## src/rtl/sad_template_digit_matcher_defines.svh

```systemverilog
// Assertion macros for the digit matcher.
`ifndef SAD_TEMPLATE_DIGIT_MATCHER_DEFINES_SVH
`define SAD_TEMPLATE_DIGIT_MATCHER_DEFINES_SVH
`ifndef SYNTH
`define SADM_ASSERT_NEVER(label, cond) \
	label: assert property (@(posedge clk) disable iff (!arst_n) !(cond)) \
		else $error("assertion failed: forbidden condition seen");
`define SADM_ASSERT_DELAY(label, ante, n, cons) \
	label: assert property (@(posedge clk) disable iff (!arst_n) (ante) |-> ##n (cons)) \
		else $error("assertion failed: expected follow-up missing");
`else
`define SADM_ASSERT_NEVER(label, cond)
`define SADM_ASSERT_DELAY(label, ante, n, cons)
`endif
`endif

```

## src/rtl/sadm_pkg.sv

```systemverilog
package sadm_pkg;

	localparam int PIXEL_W = 8;
	localparam int SUM_W = 19;
	localparam int DIGIT_W = 4;
	localparam int PIXEL_INDEX_W = 11;

	localparam int TEMPLATE_COUNT_DEF = 10;
	localparam int IMAGE_WIDTH_DEF = 32;
	localparam int IMAGE_HEIGHT_DEF = 48;
	localparam int QUEUE_DEPTH = 4;
	localparam int RESULT_DEPTH = 4;

	localparam logic CMD_LOAD = 1'b0;
	localparam logic CMD_MATCH = 1'b1;

	typedef struct packed {
		logic                     command;
		logic [DIGIT_W-1:0]       template_index;
		logic [PIXEL_INDEX_W-1:0] pixel_index;
		logic [PIXEL_W-1:0]       pixel;
		logic                     last_pixel;
	} item_t;

	typedef struct packed {
		logic [DIGIT_W-1:0] best_digit;
		logic [SUM_W-1:0]   best_sum;
	} result_t;

	typedef struct packed {
		logic                     is_match;
		logic                     add_en;
		logic                     last;
		logic [DIGIT_W-1:0]       bank;
		logic [PIXEL_INDEX_W-1:0] addr;
		logic [PIXEL_W-1:0]       pixel;
	} op_t;

	typedef struct packed {
		logic pop;
		logic pop_last;
		logic res_push;
	} back_stat_t;

endpackage

```

## src/rtl/sadm_queue.sv

```systemverilog
module sadm_queue #(
	parameter type T = logic,
	parameter int DEPTH = sadm_pkg::QUEUE_DEPTH
) (
	input  logic clk,
	input  logic arst_n,
	input  logic wr_en,
	input  T     wr_data,
	input  logic rd_en,
	output T     rd_data,
	output logic full,
	output logic empty
);

	localparam int PW = (DEPTH > 1) ? $clog2(DEPTH) : 1;
	localparam int CW = $clog2(DEPTH + 1);

	T mem_q [DEPTH];
	logic [PW-1:0] wr_ptr_q;
	logic [PW-1:0] rd_ptr_q;
	logic [CW-1:0] count_q;
	logic do_wr;
	logic do_rd;

	assign full = (count_q == CW'(DEPTH));
	assign empty = (count_q == '0);
	assign do_wr = wr_en && !full;
	assign do_rd = rd_en && !empty;
	assign rd_data = mem_q[rd_ptr_q];

	always_ff @(posedge clk) begin
		if (do_wr) begin
			mem_q[wr_ptr_q] <= wr_data;
		end
	end

	always_ff @(posedge clk or negedge arst_n) begin
		if (!arst_n) begin
			wr_ptr_q <= '0;
			rd_ptr_q <= '0;
			count_q <= '0;
		end else begin
			if (do_wr) begin
				wr_ptr_q <= (wr_ptr_q == PW'(DEPTH - 1)) ? '0 : wr_ptr_q + 1'b1;
			end
			if (do_rd) begin
				rd_ptr_q <= (rd_ptr_q == PW'(DEPTH - 1)) ? '0 : rd_ptr_q + 1'b1;
			end
			if (do_wr && !do_rd) begin
				count_q <= count_q + 1'b1;
			end else if (do_rd && !do_wr) begin
				count_q <= count_q - 1'b1;
			end
		end
	end

endmodule

```

## config.mk

```make
export PLATFORM = sky130hd
export DESIGN_NAME = sadm_queue
export DESIGN_NICKNAME = d
export VERILOG_FILES = /design/src/rtl/sad_template_digit_matcher_defines.svh /design/src/rtl/sadm_pkg.sv /design/src/rtl/sadm_queue.sv
export SDC_FILE = /design/constraint.sdc
export NUM_CORES = 1
export LEC_CHECK = 0
export BUFFER_PORTS_ARGS = -buffer_cell sky130_fd_sc_hd__buf_4
export CORE_AREA = 2 2 39 41
export DETAILED_ROUTE_END_ITERATION = 6
export DIE_AREA = 0 0 41 43
export PLACE_DENSITY_LB_ADDON = 0.3
export SYNTH_ARGS = -nofsm -noshare
export SYNTH_HDL_FRONTEND = slang
export SYNTH_SLANG_ARGS = --single-unit
```

## constraint.sdc

```tcl
create_clock -name clk -period 2.3 [get_ports clk]
set_input_delay 0.345 -clock clk [delete_from_list [all_inputs] [get_ports clk]]
set_output_delay 0.345 -clock clk [all_outputs]
set_load 0.03 [all_outputs]
```

# Word level (Yosys, flattened, before mapping)
# Memories as Yosys holds them, arrays and structs flattened.
# Cells that the tools add are included.
totals:
  mem_count: 1
  out_inout_bits: 3
  ff_bits: 7
  word_cells: 27
  ramBits: 4
  input_bits: 5
op_classes:
  addsub: 4
  eq_ne: 3
  reduce_logical: 10
  n_mux: 6
memory_table:
  columns: ["memory", "words", "width", "read_ports", "rd_clocked_by_memory_dff", "wr", "line", "text"]
  rows:
  - ["mem_q", 4, 1, 1, 0, 1, "sadm_queue.sv:18", "T mem_q [DEPTH];"]
ops:
  columns: ["op", "count"]
  rows:
  - ["$mux W3", 2]
  - ["$add A2 B1 Y2 const B", 2]
  - ["$eq A2 B2 Y1 const B", 2]
  - ["$logic_and A1 B1 Y1", 4]
  - ["$logic_not A1 Y1", 4]
  - ["$mux W2", 2]
  - ["$add A3 B1 Y3 const B", 1]
  - ["$eq A3 B3 Y1 const B", 1]
  - ["$logic_not A3 Y1", 1]
  - ["$sub A3 B1 Y3 const B", 1]
  - ["$mux W1", 2]
  - ["$reduce_bool A2 Y1", 1]

# Depth between registers and ports, before layout
# Gate-level depths: netlist (run 1).
logic_depth:
  depth_word: 7
  ltp_mapped: 9
  ltp_nobuf: 8

# Least setup slack after synthesis (run 1)
# Ideal clock, no wire load.
synth_path:
  path_type: "register to register"
  startpoint: "reg count_q[0]"
  endpoint: "reg count_q[2]"
  synth_period_minus_slack_ns: 2.504
  stages_incl_launch_ff: 9
  slack_ns: -0.204
  required_ns: 2.221
  path_buffers: 0
  arrival_time_ns: 2.425
  setup_ns: 0.079
  cell_sequence: "dfrtp_1 > nor3_1 > nand2b_2 > ha_1 > inv_1 > fa_1 > xor2_1 > nor2_1 > xor2_1"
synth_via:
  elab_chain_len: 6
  elab_cells_between_ends: 15
  cone_classes: "add/sub: 2; eq/ne: 1; mux: 2; reduce/logical: 10"
synth_rtl:
  columns: ["element", "line", "text"]
  rows:
  - ["start: declaration", "sadm_queue.sv:21", "logic [CW-1:0] count_q;"]
  - ["start signal: assignment", "sadm_queue.sv:50", "count_q <= count_q + 1'b1;"]
  - ["start signal: assignment", "sadm_queue.sv:52", "count_q <= count_q - 1'b1;"]
  - ["$logic_not A3 Y1 (*)", "sadm_queue.sv:26", "assign empty = (count_q == '0);"]
  - ["via empty", "sadm_queue.sv:12", "output logic empty"]
  - ["$logic_not A1 Y1 (*)", "sadm_queue.sv:28", "assign do_rd = rd_en && !empty;"]
  - ["$logic_and A1 B1 Y1 (*)", "sadm_queue.sv:28", null]
  - ["$logic_not A1 Y1", "sadm_queue.sv:49", "if (do_wr && !do_rd) begin"]
  - ["$logic_and A1 B1 Y1", "sadm_queue.sv:49", null]
  - ["$mux W3 or $reduce_bool A2 Y1 (tied branches)", null, null]
# Mark *: on every way through the listed nets, which the timed path passes. The rest lies on a longest branch. The select of a mux whose other input is x is not followed.
# A chain may end at the register's enable or synchronous reset.

# Final worst setup path (run 1)
layout_path:
  startpoint: "reg count_q[0]"
  endpoint: "reg count_q[2]"
layout_via:
  elab_chain_len: 6
  elab_cells_between_ends: 15
  cone_classes: "add/sub: 2; eq/ne: 1; mux: 2; reduce/logical: 10"
layout_rtl:
  columns: ["element"]
  rows:
  - ["branches (longest 6 deep; another with $sub A3 B1 Y3)"]
# Parallel ways; which one is timed is not known. The select of a mux whose other input is x is not followed.

==> results of run 1 <==
logic make-up (layout without fill, tap and decap cells):
family,after synthesis,count (layout),share of synthesized area (%)
fa+ha+maj,7,7,15.87
simple gates,11,11,12.32
buf+inv,4,16,3.758
xor+xnor,3,3,4.385
mux,6,6,14.40
flops,11,11,49.27
metrics by stage:
step	std cells	area [µm²]	worst slack [ns]
3_3_place_gp	65	673.1	0.3953
2_1_floorplan	42	604.3	0.05963
4_1_cts	70	709.4	0.3159
6_report	70	709.4	0.3326
5_1_grt	70	709.4	0.1882
3_5_place_dp	65	673.1	0.3329
power breakdown:
part / internal, W / switching (W)
Clock: 0.0000671 / 0.0000627
Sequential: 0.000288 / 0.0000832
Combinational: 0.000238 / 0.000188
layout by cell type (no fill, tap or decap), drive strengths merged, types with 2 or more instances in the layout:
master and count:
clkbuf 4, dfrtp 7, xor2 2, nor2 3
inv 3, buf 8, and2 4, ha 6
mux2 5, edfxtp 4
critical path, stage by stage (launching register included):
cell	delay (ns)
dfrtp_1	0.45
nor3_2	0.21
nand2b_2	0.18
ha_1	0.19
inv_1	0.06
fa_1	0.37
xor2_1	0.15
nor2_1	0.11
xor2_1	0.16
sequential cells by signal, indices dropped and copies added, names as in the netlist:
name / flops
rd_ptr_q: 2
mem_q: 4
count_q: 3
wr_ptr_q: 2
layer usage:
layer  up-vias  GRT usage (%)  part of all wire (%)
met5         -              0                     0
met4         0          10.00                   2.3
met3         4          6.283                   3.5
met2         5          15.63                    47
met1       142          11.90                    47
li1        164              -                     -
repair_timing:
action	CTS	global route
hold buffers	1	0
endpoints found under the setup margin	0	0
hold endpoints to repair	7	0
setup buffers	0	0
layout make-up:
cell class,count,area (µm²)
well taps,16,20.02
multi-input cells,27,286.5
inverters,3,11.26
repair buffers,9,70.07
flip-flops and latches,11,295.3
clock buffers,4,26.28
fillers,119,674.4
path summary, 6_finish.rpt:
check | start | endpoint | slack, ns | cells past startpoint
worst max-delay path | count_q[0] | count_q[2] | 0.33 | 8
worst min-delay path | wr_data | mem_q[0] | 0.28 | 1
worst max register to register | count_q[0] | count_q[2] | 0.33 | 8
worst min register to register | count_q[2] | count_q[2] | 0.53 | 1
max in group asynchronous | arst_n | count_q[0] | 1.76 | 2
min in group asynchronous | arst_n | count_q[2] | 0.42 | 2
==> run metrics, run 1 <==
Worst-Margin Slew between 0.2 and 0.25 ns; Final Power around 0.0009 W; DR iter-0 viols 0; worst skew pair latency ~0.27 ns; clock sinks 11; initial antenna violation count 0; die width between 40 and 50 µm; Pleak between 0.3 and 0.4 nW; Startpoint Class flop; max_cap viols 0; Avg Inst Size Synth between 10 and 15 µm²; # IOs 8; WL/cell 10.94 µm; GRT Util Overall a little under an eighth; Root Buffer clkbuf_4; largest net degree at the start of global routing 8; YS warnings 0; asr flop ratio synth ~64%; Post-synth EDFFs 4; CTS tree built; layout cell share with drive strength beyond 1 44.44%; Starting Density 43.31%; vias post-DR roughly 320; Cell Pwr Density ~1300 nW/µm²; ANT cells 0; Synth top cells by count dfrtp_1, ha_1, and2_2, edfxtp_1; Core Box Area around 1400 µm²; CP endpoint kind flop; vias in the first global route about 280; grt total ovfl 0; Post-Syn Instances 42; Syn Std Cell Area roughly 600 µm²; hpwl dp 577.8 µm; Yosys top cell area share between 20% and 30%; Setup-failing EPs final 0; worst path required time around 2.5 ns; Min Clock Period, post-route around 2.0 ns; Synth area leaders dfrtp_1, edfxtp_1, ha_1, mux2_2, and2_2; syn_nets 54; CTS Buf Count 3; final wirelength between 700 and 800 µm; Layout Skew 0.0003096 ns; relative slew slack between 80% and 90%; max frequency 0.5083 GHz; most frequent cell after synthesis dfrtp_1; pins over their slew limit 0; Main synth FF type dfrtp_1; Site Rows 14; Total Die Area ~1800 µm²; overall die height roughly 43 µm; CTS Buffer Depth 2; Yosys top cell by area dfrtp_1; post-CTS sizing 0; IO buf count 7; Max FO, Critical Path 4; Nets 67; Synth cell types 17; GPL Wtd Cong ~0.73; CP Data Arrival Time 2.16 ns; clock slew at reported path FFs 0.07 ns; Peak VDD IR around 550 µV; Seq cells post-synth 11; CP Class flop to flop; drt pass-1 iters 1; Max H-tree Level 1; first-pass GRT wire length roughly 1200 µm; status complete, no violations; area grow syn2layout 18.37%; Finished Core Util roughly 51%; via density per instance 4.500; DRC violations left 0; Worst Hold Slack 0.2752 ns; final hold violation count 0; setup TNS 0 ns; Antenna Nets Post-Route 0; worst hold path class input port to flop; RSZ-0062 raised after global routing false; register area share after synthesis between 40% and 50%; fin crit share 85.54%
No activity file was read; power rests on OpenSTA's default activity.
==> run 2, diff against run 1 <==
CTS_BUF_LIST = sky130_fd_sc_hd__clkbuf_4   (was default)
==> run metrics, run 2 (synthesis results as in run 1) <==
final hold violation count 0 (unchanged); Setup WS pre-CTS 0.3329 ns (unchanged); setup TNS 0 ns (unchanged); Clock power frac 15.1% (+1.1 points); GPL Wtd Cong 0.7349 (unchanged); Total Die Area 1763 µm² (unchanged); Root Buffer clkbuf_4; Core Box Area 1384 µm² (unchanged); P_int 0.0006050 W (+2.0%); flop-to-flop setup slack 0.34 ns (about the same); Reg-to-Reg End count_q[2]; clock sinks 11 (unchanged); switching power of the nets 0.0003330 W (-0.21%); max_cap viols 0 (unchanged); FF-to-FF path depth 8 (unchanged); CP Data Arrival Time 2.15 ns (about the same); most frequent cells in the layout buf_4, dfrtp_1, ha_1; CTS Buf Count 3 (unchanged); most flop-heavy register mem_q; max reg flops 4 (unchanged); hpwl dp 577.8 µm (unchanged); WL/cell 10.84 µm (-0.91%); Max H-tree Level 1 (unchanged); overall die height 43 µm (unchanged); vias in the first global route 288 (+2.1%); WHS Path Cells 1 (unchanged); post-route setup slack 0.3351 ns (+0.002432 ns); RSZ-0062 raised after global routing false; worst hold start wr_data; drt pass-1 iters 1 (unchanged); pins over their slew limit 0 (unchanged); first-pass GRT wire length 1186 µm (+1.1%); CTS Buffer Depth 2 (unchanged); max frequency 0.5089 GHz (+0.12%); Cell Pwr Density 1315 nW/µm² (+0.66%); Largest regs mem_q: 4 flops, count_q: 3 flops; status complete, no violations; Antenna Nets Post-Route 0 (unchanged); CP endpoint kind flop; fin crit share 85.43% (-0.11 points); Max FO, Critical Path 4 (unchanged); Startpoint Class flop; clock slew at reported path FFs 0.07 ns (about the same); vias post-DR 317 (+0.63%); area grow syn2layout 19.00%; FF/Latch Area 295.3 µm² (unchanged); largest net degree at the start of global routing 8 (unchanged); DRC violations left 0 (unchanged); DR iter-0 viols 0 (unchanged); relative slew slack 85.73% (about the same); WHS Endpoint mem_q[0]; GRT Util Overall 11.54% (+0.10 points); grt total ovfl 0 (unchanged); Worst-Margin Slew 0.2141 ns (-0.001129 ns); worst skew pair latency 0.27 ns (about the same); Starting Density 43.31% (unchanged); layout cell share with drive strength beyond 1 46.30% (+1.9 points); post-CTS sizing 0 (unchanged); via density per instance 4.529 (+0.63%); commonest non-fill, non-tap cell in the layout buf_4; Logic pwr share 45.3% (-0.7 points); ANT cells 0 (unchanged); Layout Skew 0.001001 ns (+0.0006911 ns); # IOs 8 (unchanged); CP Class flop to flop; fillers 117 (-1.7%); Nets 67 (unchanged); worst hold path class input port to flop; Seq pwr share 39.5% (-0.5 points); Site Rows 14 (unchanged); R2R Path Start count_q[0]; sw frac 35.50% (-0.50 points); footprint of the multi-input gates 286.5 µm² (unchanged); IO buf count 7 (unchanged); Final Power 0.0009380 W (+1.2%); CTS tree built; Peak VDD IR 570.0 µV (+4.2%); initial antenna violation count 0 (unchanged); Pleak 0.3245 nW (+1.1%); worst path required time 2.49 ns (about the same); die width 41 µm (unchanged); Setup-failing EPs final 0 (unchanged); final wirelength 759 µm (-0.91%); Min Clock Period, post-route 1.965 ns (-0.002432 ns)
-- run 2: cell counts in the layout (fill, tap and decap cells not counted) --
Identical to the previous run, type by type.
-- run 2: how the worst max path moves through the flow --
stage | from | to | slack, ns | cells past startpoint
2_1_floorplan | count_q[0] | count_q[1] | 0.06 | 7
3_3_place_gp | count_q[0] | count_q[2] | 0.40 | 8
3_5_place_dp | count_q[0] | count_q[2] | 0.33 | 8
4_1_cts | count_q[0] | count_q[2] | 0.32 | 8
5_1_grt | count_q[0] | count_q[2] | 0.19 | 8
6_report | count_q[0] | count_q[2] | 0.34 | 8
-- run 2: metal layers --
metal | routed length (µm) | global-route usage (%) | part of all wire, %
met1 | 352 | 12.24 | 46
met2 | 360 | 15.63 | 47
met3 | 27 | 6.283 | 3.6
met4 | 18 | 10.00 | 2.4
met5 | 0 | 0 | 0
-- run 2: final cells by class --
| cell class | count | area share, % |
|---|---|---|
| multi-input combinational | 27 | 40.18 |
| inverter | 3 | 1.579 |
| sequential | 11 | 41.40 |
| tap | 16 | 2.807 |
| clock buffer | 4 | 4.211 |
| timing repair buffer | 9 | 9.825 |
-- run 2: through the flow --
stage | hold slack, ns | instance area (µm²) | utilization [%] | std cells
after global routing | 0.2586 | 713.2 | 51.54 | 70
after detailed placement | 0.1638 | 673.1 | 48.64 | 65
after global placement | 0.1656 | 673.1 | 48.64 | 65
after floorplan | 0.04941 | 604.3 | - | 42
after CTS | 0.2637 | 713.2 | 51.54 | 70
final | 0.2754 | 713.2 | 51.54 | 70
-- run 2: timing repair --
action / in CTS / in global routing
endpoints found under the hold margin: 7 / 0
hold buffers: 1 / 0
buffers inserted: 0 / 0
-- run 2: critical path: stages, from the launching register on --
cell and delay (ns):
dfrtp_1 0.45, nor3_2 0.21, nand2b_2 0.18, ha_1 0.19, inv_1 0.06, fa_1 0.37
xor2_1 0.15, nor2_1 0.11, xor2_1 0.16
-- run 2: power by group through the flow --
stage | registers, W | logic, W | clock network, W
2_1_floorplan | 0.000359 | 0.000344 | 0
3_3_place_gp | 0.000375 | 0.000420 | 0
3_5_place_dp | 0.000377 | 0.000428 | 0
4_1_cts | 0.000373 | 0.000432 | 0.000150
5_1_grt | 0.000384 | 0.000474 | 0.000164
6_report | 0.000371 | 0.000425 | 0.000142
